[config.mk]
export PLATFORM = sky130hd
export DESIGN_NAME = weekly_time_slot_matcher
export DESIGN_NICKNAME = d
export VERILOG_FILES = /design/src/rtl/core/wtsm_pkg.sv /design/src/rtl/core/wtsm_slot_table.sv /design/src/rtl/core/wtsm_slot_eval.sv /design/src/rtl/core/weekly_time_slot_matcher.sv
export SDC_FILE = /design/constraint.sdc
export NUM_CORES = 1
export LEC_CHECK = 0
export BUFFER_PORTS_ARGS = -buffer_cell sky130_fd_sc_hd__buf_2
export CORE_MARGIN = 4
export CORE_UTILIZATION = 55
export CTS_CLUSTER_DIAMETER = 80
export CTS_CLUSTER_SIZE = 20
export DETAILED_ROUTE_END_ITERATION = 16
export HOLD_SLACK_MARGIN = 0.05
export PLACE_DENSITY = 0.72
export SLEW_MARGIN = 20
export SYNTH_ARGS = -nofsm -noshare
export SYNTH_HDL_FRONTEND = slang
export SYNTH_SLANG_ARGS = --single-unit
[constraint.sdc]
create_clock -name clk -period 10.8 [get_ports clk]
set_input_delay 0 -clock clk [delete_from_list [all_inputs] [get_ports clk]]
set_output_delay 0 -clock clk [all_outputs]
set_load 0.1 [all_outputs]
[src/rtl/core/wtsm_pkg.sv]
// Package for the weekly time slot matcher: sizes, slot and result types.
// No dependencies.
package wtsm_pkg;

    localparam int SLOT_COUNT  = 8;
    localparam int SLOT_IDX_W  = (SLOT_COUNT > 1) ? $clog2(SLOT_COUNT) : 1;
    localparam int COUNT_W     = 5;
    localparam int MAP_W       = 16;
    localparam int MAP_IDX_W   = 4;
    localparam int IN_DATA_W   = 80;
    localparam int OUT_DATA_W  = 64;

    localparam logic [17:0] DAY_SECONDS = 18'd86400;
    localparam logic [2:0]  WEEK_DAYS   = 3'd7;

    typedef enum logic [1:0] {
        OP_WRITE   = 2'd0,
        OP_DISABLE = 2'd1,
        OP_QUERY   = 2'd2,
        OP_OVERLAP = 2'd3
    } op_t;

    typedef struct packed {
        logic        on;
        logic [6:0]  mask;
        logic [16:0] lo;
        logic [17:0] hi;
        logic [7:0]  val;
    } slot_t;

    // query context handed to the evaluator
    typedef struct packed {
        logic [16:0] now;
        logic [2:0]  wd;
        logic [6:0]  days;
        logic [16:0] cand_lo;
        logic [17:0] cand_hi;
    } query_t;

    typedef struct packed {
        logic                  valid;
        logic [SLOT_IDX_W-1:0] idx;
        logic                  on;
        logic                  act;
        logic                  hit;
        logic [20:0]           span;
        logic [7:0]            val;
        logic [17:0]           hi;
    } eval_t;

    typedef struct packed {
        logic        index_error;
        logic [3:0]  first_free_index;
        logic        free_found;
        logic [4:0]  overlap_count;
        logic [15:0] active_map;
        logic [17:0] remaining_seconds;
        logic [7:0]  active_value;
        logic [3:0]  active_index;
        logic        found;
    } result_t;

endpackage

[src/rtl/core/wtsm_slot_table.sv]
// Slot table storage: one write port, one read port, cleared at reset.
// Depends on wtsm_pkg.
module wtsm_slot_table
    import wtsm_pkg::*;
(
    input  logic                  clk,
    input  logic                  rst_n,
    input  logic                  wr_en,
    input  logic                  wr_disable,
    input  logic [SLOT_IDX_W-1:0] wr_idx,
    input  slot_t                 wr_slot,
    input  logic [SLOT_IDX_W-1:0] rd_idx,
    output slot_t                 rd_slot
);

    slot_t table_reg [SLOT_COUNT];

    always_ff @(posedge clk or negedge rst_n)
    begin
        if (!rst_n)
        begin
            for (int i = 0; i < SLOT_COUNT; i++)
            begin
                table_reg[i] <= '0;
            end
        end
        else if (wr_en)
        begin
            if (wr_disable)
            begin
                table_reg[wr_idx].on <= 1'b0;
            end
            else
            begin
                table_reg[wr_idx] <= wr_slot;
            end
        end
    end

    assign rd_slot = table_reg[rd_idx];

endmodule

[src/rtl/core/wtsm_slot_eval.sv]
// Shared slot evaluator: coverage, weekly span and overlap test for one slot a cycle.
// Depends on wtsm_pkg.
module wtsm_slot_eval
    import wtsm_pkg::*;
(
    input  logic                  clk,
    input  logic                  rst_n,
    input  logic                  in_valid,
    input  logic [SLOT_IDX_W-1:0] in_idx,
    input  slot_t                 slot,
    input  query_t                qry,
    output eval_t                 ev
);

    eval_t       ev_reg;
    eval_t       ev_next;
    logic        day_ok;
    logic [2:0]  n_days;
    logic [17:0] dur;
    logic [17:0] lo_x;
    logic [17:0] now_x;
    logic [17:0] clo_x;

    always_comb
    begin
        lo_x   = {1'b0, slot.lo};
        now_x  = {1'b0, qry.now};
        clo_x  = {1'b0, qry.cand_lo};
        day_ok = (qry.wd < WEEK_DAYS) && slot.mask[qry.wd];
        n_days = 3'd0;
        for (int d = 0; d < 7; d++)
        begin
            n_days = n_days + {2'b00, slot.mask[d]};
        end
        dur = (lo_x < slot.hi) ? (slot.hi - lo_x) : (lo_x - slot.hi);

        ev_next       = '0;
        ev_next.valid = in_valid;
        ev_next.idx   = in_idx;
        ev_next.on    = slot.on;
        ev_next.val   = slot.val;
        ev_next.hi    = slot.hi;
        ev_next.span  = 21'(dur) * 21'(n_days);
        if (slot.hi > DAY_SECONDS)
        begin
            ev_next.act = day_ok && ((now_x < (slot.hi - DAY_SECONDS))
                                     || (now_x >= lo_x && now_x < DAY_SECONDS));
        end
        else
        begin
            ev_next.act = day_ok && (now_x >= lo_x) && (now_x < slot.hi);
        end
        ev_next.hit = ((slot.mask & qry.days) != 7'd0)
                   && ((clo_x >= lo_x && clo_x <= slot.hi)
                    || (qry.cand_hi >= lo_x && qry.cand_hi <= slot.hi)
                    || (lo_x >= clo_x && lo_x <= qry.cand_hi)
                    || (slot.hi >= clo_x && slot.hi <= qry.cand_hi));
    end

    always_ff @(posedge clk or negedge rst_n)
    begin
        if (!rst_n)
        begin
            ev_reg <= '0;
        end
        else
        begin
            ev_reg <= ev_next;
        end
    end

    assign ev = ev_reg;

endmodule

[src/rtl/core/weekly_time_slot_matcher.sv]
// Top level of the weekly time slot matcher: sequencer, accumulators, stream ports.
// Depends on wtsm_pkg, wtsm_slot_table and wtsm_slot_eval.
//
// Write and disable go from acceptance straight to the finish state; query and
// overlap count pass through the scan, drain and finish states, because a single
// evaluator looks at one slot per cycle, followed by a pipeline drain state and a
// result state. s_tready is low while a transaction is in progress; a finished
// result waits in the output register until taken.
module weekly_time_slot_matcher
    import wtsm_pkg::*;
(
    input  logic                  clk,
    input  logic                  rst_n,
    input  logic                  s_tvalid,
    output logic                  s_tready,
    // opcode, slot_idx, enabled, days, start_sec, end_sec, slot_value,
    // weekday, hour, minute, second, zero pad
    input  logic [IN_DATA_W-1:0]  s_tdata,
    output logic                  m_tvalid,
    input  logic                  m_tready,
    // found, active_index, active_value, remaining_seconds, active_map,
    // overlap_count, free_found, first_free_index, index_error, zero pad
    output logic [OUT_DATA_W-1:0] m_tdata
);

    typedef enum logic [3:0] {
        ST_IDLE   = 4'b0001,
        ST_SCAN   = 4'b0010,
        ST_DRAIN  = 4'b0100,
        ST_FINISH = 4'b1000
    } state_t;

    state_t state_reg, state_next;

    logic [1:0]  in_op;
    logic [3:0]  in_idx;
    logic        in_en;
    logic [6:0]  in_days;
    logic [16:0] in_st;
    logic [17:0] in_ed;
    logic [7:0]  in_val;
    logic [2:0]  in_wd;
    logic [4:0]  in_hr;
    logic [5:0]  in_mn;
    logic [5:0]  in_sc;

    assign in_op   = s_tdata[1:0];
    assign in_idx  = s_tdata[5:2];
    assign in_en   = s_tdata[6];
    assign in_days = s_tdata[13:7];
    assign in_st   = s_tdata[30:14];
    assign in_ed   = s_tdata[48:31];
    assign in_val  = s_tdata[56:49];
    assign in_wd   = s_tdata[59:57];
    assign in_hr   = s_tdata[64:60];
    assign in_mn   = s_tdata[70:65];
    assign in_sc   = s_tdata[76:71];

    logic in_fire;
    logic idx_bad;
    logic out_free;

    assign in_fire  = s_tvalid && s_tready;
    assign idx_bad  = {1'b0, in_idx} >= 5'(SLOT_COUNT);
    assign out_free = !m_tvalid || m_tready;
    assign s_tready = (state_reg == ST_IDLE);

    op_t                   op_reg;
    logic                  err_reg;
    query_t                qry_reg;
    logic [SLOT_IDX_W-1:0] scan_reg, scan_next;

    slot_t rd_slot;
    slot_t wr_slot;
    eval_t ev;

    assign wr_slot = '{on: in_en, mask: in_days, lo: in_st, hi: in_ed, val: in_val};

    wtsm_slot_table u_table (
        .clk        (clk),
        .rst_n      (rst_n),
        .wr_en      (in_fire && !idx_bad && (in_op == OP_WRITE || in_op == OP_DISABLE)),
        .wr_disable (in_op == OP_DISABLE),
        .wr_idx     (in_idx[SLOT_IDX_W-1:0]),
        .wr_slot    (wr_slot),
        .rd_idx     (scan_reg),
        .rd_slot    (rd_slot)
    );

    wtsm_slot_eval u_eval (
        .clk      (clk),
        .rst_n    (rst_n),
        .in_valid (state_reg == ST_SCAN),
        .in_idx   (scan_reg),
        .slot     (rd_slot),
        .qry      (qry_reg),
        .ev       (ev)
    );

    // accumulators
    logic                  got_reg;
    logic [20:0]           best_reg;
    logic [7:0]            bval_reg;
    logic [SLOT_IDX_W-1:0] bidx_reg;
    logic [17:0]           bhi_reg;
    logic                  free_reg;
    logic [SLOT_IDX_W-1:0] fidx_reg;
    logic [MAP_W-1:0]      map_reg;
    logic [COUNT_W-1:0]    cnt_reg;
    logic                  take;

    assign take = ev.valid && ev.on && ev.act
               && (!got_reg || ev.span < best_reg
                   || (ev.span == best_reg && ev.val > bval_reg));

    always_comb
    begin
        state_next = state_reg;
        scan_next  = scan_reg;
        unique case (state_reg)
            ST_IDLE:
            begin
                scan_next = '0;
                if (in_fire)
                begin
                    if (in_op == OP_QUERY || in_op == OP_OVERLAP)
                    begin
                        state_next = ST_SCAN;
                    end
                    else
                    begin
                        state_next = ST_FINISH;
                    end
                end
            end
            ST_SCAN:
            begin
                if (scan_reg == SLOT_IDX_W'(SLOT_COUNT - 1))
                begin
                    state_next = ST_DRAIN;
                end
                else
                begin
                    scan_next = scan_reg + 1'b1;
                end
            end
            ST_DRAIN:
            begin
                state_next = ST_FINISH;
            end
            ST_FINISH:
            begin
                if (out_free)
                begin
                    state_next = ST_IDLE;
                end
            end
            default:
            begin
                state_next = ST_IDLE;
            end
        endcase
    end

    always_ff @(posedge clk or negedge rst_n)
    begin
        if (!rst_n)
        begin
            state_reg <= ST_IDLE;
            scan_reg  <= '0;
        end
        else
        begin
            state_reg <= state_next;
            scan_reg  <= scan_next;
        end
    end

    always_ff @(posedge clk)
    begin
        if (in_fire)
        begin
            op_reg          <= op_t'(in_op);
            err_reg         <= idx_bad;
            qry_reg.now     <= 17'(in_hr) * 17'd3600 + 17'(in_mn) * 17'd60 + 17'(in_sc);
            qry_reg.wd      <= in_wd;
            qry_reg.days    <= in_days;
            qry_reg.cand_lo <= in_st;
            qry_reg.cand_hi <= in_ed;
            got_reg         <= 1'b0;
            best_reg        <= '0;
            bval_reg        <= '0;
            bidx_reg        <= '0;
            bhi_reg         <= '0;
            free_reg        <= 1'b0;
            fidx_reg        <= '0;
            map_reg         <= '0;
            cnt_reg         <= '0;
        end
        else if (ev.valid)
        begin
            if (ev.act)
            begin
                map_reg[MAP_IDX_W'(ev.idx)] <= 1'b1;
            end
            if (!ev.on && !free_reg)
            begin
                free_reg <= 1'b1;
                fidx_reg <= ev.idx;
            end
            if (take)
            begin
                got_reg  <= 1'b1;
                best_reg <= ev.span;
                bval_reg <= ev.val;
                bidx_reg <= ev.idx;
                bhi_reg  <= ev.hi;
            end
            if (ev.on && ev.hit)
            begin
                cnt_reg <= cnt_reg + 1'b1;
            end
        end
    end

    result_t res;

    always_comb
    begin
        res = '0;
        unique case (op_reg)
            OP_WRITE, OP_DISABLE:
            begin
                res.index_error = err_reg;
            end
            OP_QUERY:
            begin
                if (got_reg)
                begin
                    res.found             = 1'b1;
                    res.active_index      = 4'(bidx_reg);
                    res.active_value      = bval_reg;
                    res.remaining_seconds = bhi_reg - {1'b0, qry_reg.now};
                end
                res.active_map       = map_reg;
                res.free_found       = free_reg;
                res.first_free_index = 4'(fidx_reg);
            end
            OP_OVERLAP:
            begin
                res.overlap_count = cnt_reg;
            end
            default:
            begin
                res = '0;
            end
        endcase
    end

    logic                  m_tvalid_reg;
    logic [OUT_DATA_W-1:0] m_tdata_reg;

    always_ff @(posedge clk or negedge rst_n)
    begin
        if (!rst_n)
        begin
            m_tvalid_reg <= 1'b0;
        end
        else if (state_reg == ST_FINISH && out_free)
        begin
            m_tvalid_reg <= 1'b1;
        end
        else if (m_tready)
        begin
            m_tvalid_reg <= 1'b0;
        end
    end

    always_ff @(posedge clk)
    begin
        if (state_reg == ST_FINISH && out_free)
        begin
            m_tdata_reg <= OUT_DATA_W'(res);
        end
    end

    assign m_tvalid = m_tvalid_reg;
    assign m_tdata  = m_tdata_reg;

endmodule

==> summary.md, run 1 <==
| Metric | Value |
|---|---|
| Final setup TNS | 0 ps |
| Die width | 261 µm |
| Req. time, crit path | 11310 ps |
| CP Capture Type | register |
| Fraction of layout cells with a size suffix above 1 | 25.6% |
| First-pass GRT wire length | 131 mm |
| Die area | 68100 µm² |
| Max_cap viols | 0 |
| Worst slew pin tran | 1030 ps |
| Worst clock skew | 18.1 ps |
| Remaining routing DRC violations | 0 |
| Initial DRC Count | 1526 |
| Worst Hold Class | primary input to register |
| Largest net degree at the start of global routing | 184 |
| Placed cell count | 3681 |
| Final Hold Fails | 0 |
| Slew Viols, Final | 0 |
| Seq cells post-synth | 651 |
| Pwr Density | 266 nW/µm² |
| Area Growth Syn to Fin | 10.4% |
| # IOs | 150 |
| Leakage | 18.1 nW |
| Peak VDD IR | 0.199 mV |
| CTS HTree Levels | 2 |
| Rel. slew slack | 31.5% |
| Routed Antenna Nets | 0 |
| Layout Cells excl Fill | 3835 |
| Synth warn | 0 |
| Final Setup Violations | 0 |
| Max reg flops | 408 |
| Reg2reg path depth | 25 |
| Hold path startpoint | s_tdata[57] |
| Via count | 22500 |
| Routed wire length | 81.8 mm |
| CTS root buffer | clkbuf_16 |
| Drt wl/cell | 21.3 µm |
| R2R Setup Slk | 2270 ps |
| Worst-skew pair later-pin latency | 590 ps |
| EDFF count, synth | 113 |
| Crit Path Category | register to register |
| Reg-to-Reg Start | scan_reg[1] |
| Cell variety after synth | 83 |
| Routed vias/inst | 5.88 |
| Gr usage total | 24.3% |
| Max Buffers Root-to-Sink | 3 |
| Routability cong. | 0.931 |
| Initial antenna violation count | 6 |
| Crit path launch type | register |
| Synthesized cell area | 35200 µm² |
| CTS tree | yes |
| Critical Path Sink | u_eval.ev[43] |
| Core area | 63200 µm² |
| RSZ-0062 raised after global routing | no |
| Syn_area_per_cell | 12.8 µm² |
| Final Hold Slack | 113 ps |
| Inserted Clock Buffers | 41 |
| Post-Syn Instances | 2749 |
| Status | completed |
| Final Cycle Share | 79.0% |
| DR pass1 iterations | 5 |
| Vias in the first global route | 24000 |
| Gr ovfl total | 0 |
| Initial core utilization | 55.7% |
| Fmax | 0.117 GHz |
| Share of async-settable or async-resettable flops after synthesis | 72.2% |
| Die Y | 261 µm |
| Fillers | 4832 |
| Register area share after synthesis | 46.9% |
| Core Rows | 92 |
| Post-CTS setup buffers | 0 |
| # nets final | 3343 |
| IO Port Bufs | 130 |
| Post-synth top flop | dfrtp_1 |
| # resized after CTS | 0 |
| Crit-path max FO | 50 |
| Detail Placement HPWL | 55.8 mm |
| Worst-path clk slew | 80 ps |
| Clk sinks | 651 |
| Crit Reg-Reg Endpoint | u_eval.ev[43] |
| Worst EP arrival | 9040 ps |
| CP startpoint | scan_reg[1] |
| Final min period | 8530 ps |
[Yosys cell counts, types with 16 or more instances]
master / count / area [µm²]
nor2b_1: 17 / 106
buf_4: 41 / 308
nand4_1: 28 / 175
inv_1: 178 / 668
clkbuf_1: 20 / 75.1
nand2_1: 98 / 368
dfrtp_1: 469 / 11700
buf_2: 46 / 230
mux4_1: 16 / 420
mux2_1: 16 / 180
nand3_1: 17 / 85.1
nand2b_1: 19 / 119
dfxtp_1: 68 / 1360
nor2_1: 152 / 571
mux2i_1: 95 / 951
fa_1: 38 / 761
mux2_2: 405 / 4560
mux4_2: 87 / 1960
and2_1: 25 / 156
xor2_1: 25 / 219
and3_1: 20 / 125
nor3_1: 23 / 115
ha_1: 269 / 3370
edfxtp_1: 113 / 3390
o21ai_0: 71 / 355
o21bai_1: 21 / 158
a21o_1: 57 / 428
xnor2_1: 50 / 438
a21oi_1: 104 / 521
o21a_1: 21 / 158
[routing by layer]
layer | wire length [µm] | vias up | GRT usage, %
li1 | - | 10400 | -
met5 | 0 | - | 0
met3 | 3790 | 137 | 3.34
met1 | 35600 | 11600 | 32.6
met4 | 2100 | 0 | 6.74
met2 | 40300 | 479 | 41.9
[per-stage QoR]
step	worst slack, ps	util (%)	cell area (µm²)	total power, mW
floorplan	3310	-	35200	7.31
global placement	2610	58.3	36800	8.47
detailed placement	2450	58.3	36800	8.69
CTS	2410	61.5	38800	10.4
global route	1860	61.5	38800	11.1
finish	2270	61.5	38900	10.3
[critical path, cell delays in order, from the launching register on]
cell      delay (ps)
dfrtp_4          990
buf_4            400
mux4_2           330
mux2i_1          750
ha_1             460
a211oi_1         350
o21ai_0          150
o211ai_1         180
a211oi_1         190
o21ai_2          550
buf_4            340
mux2_4           350
o221ai_1         200
xnor2_1          240
nand2_1          120
fa_1             510
inv_1             40
ha_1             230
nor4_1           300
o21ai_0          140
and3_1           220
or4_1            460
a31o_2           270
a41oi_1          270
nor2b_1          190
xnor2_1          120
[power by group]
group / leakage [nW] / switching (mW) / internal [mW] / total [mW]
Combinational: 9.55 / 3.01 / 2.22 / 5.24
Clock: 0.603 / 0.844 / 0.763 / 1.61
Sequential: 7.97 / 0.375 / 3.13 / 3.51
[worst min path at each step]
| stage | to | slack (ps) | cells after the start |
|---|---|---|---|
| after floorplan | m_tvalid | -300 | 0 |
| after global placement | u_table.table_reg[294] | 160 | 1 |
| after detailed placement | qry_reg[45] | 180 | 1 |
| after CTS | qry_reg[42] | 80 | 2 |
| after global routing | qry_reg[42] | 80 | 2 |
| final | qry_reg[42] | 110 | 2 |
[layout by cell type, fill, tap and decap left out, types with 71 or more instances in the layout]
cell type,n
buf_2,129
dlygate4sd3_1,74
mux2_2,405
nor2_1,144
dfrtp_1,466
mux4_2,87
mux2i_1,95
a21oi_1,104
o21ai_0,71
inv_1,178
nand2_1,98
edfxtp_1,113
ha_1,269
[cells by family after synthesis]
| kind of cell | share of synthesized area [%] |
|---|---|
| other | 0.0107 |
| DFF | 46.9 |
| AOI/OAI and AO/OA | 6.90 |
| muxes | 23.0 |
| buffers and inverters | 3.84 |
| and+or+nand+nor | 5.68 |
| xor gates and xnor gates | 1.87 |
| adders and majority gates | 11.7 |
[final cells by class]
class	count	area, µm²	area share, %
repair buffers	264	1860	4.80
inverters	179	672	1.73
clock inverters	7	97.6	0.251
multi-input cells	1815	17500	44.9
diodes	7	17.5	0.0451
clock buffers	66	1170	3.00
well taps	846	1060	2.72
flip-flops and latches	651	16500	42.5
[repair_timing]
| item | in CTS | in global routing |
|---|---|---|
| setup endpoints to repair | 0 | 0 |
| hold buffers | 74 | 0 |
| hold endpoints to repair | 594 | 0 |
No activity file was read; power rests on OpenSTA's default activity.
==> run 2, diff against run 1 <==
--- a/config.mk
+++ b/config.mk
@@ -5,6 +5,7 @@
 export SDC_FILE = /design/constraint.sdc
 export NUM_CORES = 1
 export LEC_CHECK = 0
+export ABC_AREA = 1
 export BUFFER_PORTS_ARGS = -buffer_cell sky130_fd_sc_hd__buf_2
 export CORE_MARGIN = 4
 export CORE_UTILIZATION = 55
@@ -12,7 +13,7 @@
 export CTS_CLUSTER_SIZE = 20
 export DETAILED_ROUTE_END_ITERATION = 16
 export HOLD_SLACK_MARGIN = 0.05
-export PLACE_DENSITY = 0.72
+export PLACE_DENSITY = 0.75
 export SLEW_MARGIN = 20
 export SYNTH_ARGS = -nofsm -noshare
 export SYNTH_HDL_FRONTEND = slang
==> constraint.sdc (replaced) <==
create_clock -name clk -period 7.34 [get_ports clk]
set_input_delay 0 -clock clk [delete_from_list [all_inputs] [get_ports clk]]
set_output_delay 0 -clock clk [all_outputs]
set_load 0.1 [all_outputs]
==> run 2 against run 1 <==
Compared with the run above:
- clock power up 58%
- hold slack worse by 56 ps
- final cell count increased by 39%
- non-clock buffer count increased by 20
- register-to-register slack worse by 1800 ps
- critical path depth stayed put
- flip-flop and latch count unchanged
- area after synthesis is 2.1% higher
- critical endpoint is now u_eval.ev[42]
- largest power group unchanged
==> summary.md, run 2 <==
| Metric | Value |
|---|---|
| CTS root buffer | clkbuf_16 (unchanged) |
| Synth warn | 0 (unchanged) |
| Fraction of layout cells with a size suffix above 1 | 6.94% (was 25.6%) |
| Final min period | 6850 ps (was 8530 ps) |
| CTS tree | yes (unchanged) |
| Most frequent cell after synthesis | nand2_1 (was dfrtp_1) |
| Clk sinks | 651 (unchanged) |
| Max_cap viols | 0 (unchanged) |
| Gr ovfl total | 0 (unchanged) |
| Crit path launch type | register (unchanged) |
| Crit-path max FO | 26 (was 50) |
| Seq cells post-synth | 651 (unchanged) |
| Slew Viols, Final | 0 (unchanged) |
| Rel. slew slack | 34.1% (was 31.5%) |
| Fmax | 0.146 GHz (was 0.117 GHz) |
| Share of power burned in registers | 27.6% (was 33.9%) |
| Routed vias/inst | 5.73 (was 5.88) |
| Largest net degree at the start of global routing | 173 (was 184) |
| Fillers | 5658 (was 4832) |
| Final setup TNS | 0 ps (unchanged) |
| DP Worst Slack | 557 ps (was 2450 ps) |
| Remaining routing DRC violations | 0 (unchanged) |
| Commonest non-fill, non-tap cell in the layout | nand2_1 (was dfrtp_1) |
| Gr usage total | 29.2% (was 24.3%) |
| Switching portion of total power | 48.7% (was 40.9%) |
| Cell variety after synth | 58 (was 83) |
| Final Setup Violations | 0 (unchanged) |
| Die Y | 264 µm (was 261 µm) |
| Req. time, crit path | 7870 ps (was 11310 ps) |
| Worst EP arrival | 7380 ps (was 9040 ps) |
| Inserted Clock Buffers | 44 (was 41) |
| Leakage | 18.9 nW (was 18.1 nW) |
| Max Buffers Root-to-Sink | 3 (unchanged) |
| Register area share after synthesis | 46.0% (was 46.9%) |
| RSZ-0062 raised after global routing | no (unchanged) |
| Detail Placement HPWL | 69.7 mm (was 55.8 mm) |
| Post-CTS setup buffers | 0 (unchanged) |
| Pwr Density | 484 nW/µm² (was 266 nW/µm²) |
| Routed wire length | 103 mm (was 81.8 mm) |
| Initial DRC Count | 3173 (was 1526) |
| Final WS setup | 490 ps (was 2270 ps) |
| Vias in the first global route | 29100 (was 24000) |
| Worst slew pin tran | 983 ps (was 1030 ps) |
| Worst-skew pair later-pin latency | 620 ps (was 590 ps) |
| Max reg flops | 408 (unchanged) |
| Area Growth Syn to Fin | 10.3% (was 10.4%) |
| Post-Syn Instances | 4303 (was 2749) |
| Initial core utilization | 55.6% (was 55.7%) |
| Crit Path Category | register to register (unchanged) |
| Status | completed (unchanged) |
| Via count | 30500 (was 22500) |
| Drt wl/cell | 19.4 µm (was 21.3 µm) |
| Die area | 69500 µm² (was 68100 µm²) |
| CTS HTree Levels | 2 (unchanged) |
| # IOs | 150 (unchanged) |
| Core area | 64600 µm² (was 63200 µm²) |
| Worst clock skew | 40.2 ps (was 18.1 ps) |
| Top post-synthesis cells by area | dfrtp_1 (33%), edfxtp_1 (9.4%), ha_1 (9.4%) (was dfrtp_1 (33%), mux2_2 (13%), edfxtp_1 (9.6%)) |
| Die width | 264 µm (was 261 µm) |
| Biggest area consumer among synthesized cells | dfrtp_1 (unchanged) |
| Initial antenna violation count | 3 (was 6) |
| Share of async-settable or async-resettable flops after synthesis | 72.2% (unchanged) |
| Core Rows | 93 (was 92) |
| Worst-path clk slew | 80 ps (about the same) |
| Syn_area_per_cell | 8.35 µm² (was 12.8 µm²) |
| Final Cycle Share | 93.3% (was 79.0%) |
| Peak VDD IR | 0.757 mV (was 0.199 mV) |
| Int Power | 9.84 mW (was 6.11 mW) |
| IO Port Bufs | 130 (unchanged) |
| Commonest cells after routing, fill and taps aside | nand2_1 (892), o21ai_0 (598), dfrtp_1 (466) (was dfrtp_1 (466), mux2_2 (405), ha_1 (269)) |
| Synth top area share | 32.7% (was 33.3%) |
| First-pass GRT wire length | 162 mm (was 131 mm) |
| Post-synth top flop | dfrtp_1 (unchanged) |
| Synthesized cell area | 35900 µm² (was 35200 µm²) |
| Power share of the combinational group | 59.2% (was 50.6%) |
| Final Hold Fails | 0 (unchanged) |
| Clock Power Share | 13.2% (was 15.5%) |
| Post-Route Utilization | 61.4% (was 61.5%) |
| Routability cong. | 1.00 (was 0.931) |
| DR pass1 iterations | 8 (was 5) |
| Worst Hold Class | primary input to async pin (was primary input to register) |
| Sw Pwr | 9.33 mW (was 4.23 mW) |
| EDFF count, synth | 113 (unchanged) |
| Top cells by instance count after synthesis | nand2_1 (893), o21ai_0 (598), dfrtp_1 (469), inv_1 (455), nor2_1 (362) (was dfrtp_1 (469), mux2_2 (405), ha_1 (269), inv_1 (178), nor2_1 (152)) |
| # nets final | 4828 (was 3343) |
| CP Capture Type | register (unchanged) |
| Routed Antenna Nets | 0 (unchanged) |
-- run 2: timing repair --
item	CTS	global route
endpoints found under the hold margin	575	0
resized for setup	0	0
hold buffers	71	0
-- run 2: metal layers --
metal	part of all wire [%]	track usage, %
met1	42	40.0
met2	46	47.2
met3	8.6	5.74
met4	3.3	9.23
met5	0.013	0
-- run 2: cell type report --
| cell class | count | area (µm²) | area share [%] |
|---|---|---|---|
| clock inverters | 11 | 170 | 0.429 |
| flip-flops and latches | 651 | 16500 | 41.7 |
| repair buffers | 284 | 2090 | 5.26 |
| multi-input cells | 2998 | 16800 | 42.4 |
| inverters | 458 | 1720 | 4.35 |
| clock buffers | 68 | 1230 | 3.11 |
| well taps | 855 | 1070 | 2.70 |
| diodes | 1 | 2.50 | 0.00631 |
-- run 2: power groups by stage --
| stage | clock, mW | sequential, mW | combinational (mW) |
|---|---|---|---|
| after floorplan | 0 | 5.37 | 7.94 |
| after global placement | 0 | 5.31 | 11.0 |
| after detailed placement | 0 | 5.34 | 11.2 |
| after CTS | 2.58 | 5.27 | 11.2 |
| after global routing | 2.72 | 5.38 | 12.7 |
| final | 2.54 | 5.29 | 11.3 |
-- run 2: worst paths after layout --
path / startpoint / end / cells past startpoint / slack (ps)
max: scan_reg[1] / u_eval.ev[42] / 25 / 490
min in group clk: s_tdata[59] / qry_reg[44] / 2 / 90
max reg2reg: scan_reg[1] / u_eval.ev[42] / 25 / 490
min reg2reg: best_reg[16] / best_reg[16] / 2 / 460
min: rst_n / u_table.table_reg[230] / 2 / 60
max in group asynchronous: rst_n / u_eval.ev[6] / 3 / 5750
-- run 2: worst max-delay path, stage by stage, from the launching register on --
cell and delay [ps]:
dfrtp_4 630, inv_2 150, buf_4 240, o21ai_0 120, o22ai_1 110, nand2_1 60
o21ai_0 160, ha_1 320, fa_1 510, fa_1 500, ha_1 220, fa_1 370
xnor2_1 460, inv_1 140, buf_4 220, nand3_1 130, fa_1 450, fa_1 490
o21ai_1 260, a21oi_1 140, o21ai_1 240, a31oi_1 160, o21ai_0 320, nand2_1 90
nand2_1 90, xor2_1 160
-- run 2: kinds of logic after synthesis --
family | share of synthesized area [%]
other | 0.0104
XOR/XNOR | 1.83
buffers and inverters | 7.57
adder cells (fa/ha/maj) | 11.5
AND/OR/NAND/NOR | 17.4
AO/OA/AOI/OAI | 15.7
flip-flops | 46.0
-- run 2: per-stage QoR --
step | std cells | power [mW] | hold slack (ps) | instance area (µm²)
6_report | 5326 | 19.2 | 56.7 | 39600
5_1_grt | 5326 | 20.8 | 98.7 | 39600
4_1_cts | 5325 | 19.1 | 66.5 | 39600
3_5_place_dp | 5175 | 16.5 | 139 | 37500
3_3_place_gp | 5175 | 16.3 | 137 | 37500
2_1_floorplan | 4318 | 13.3 | -296 | 36000
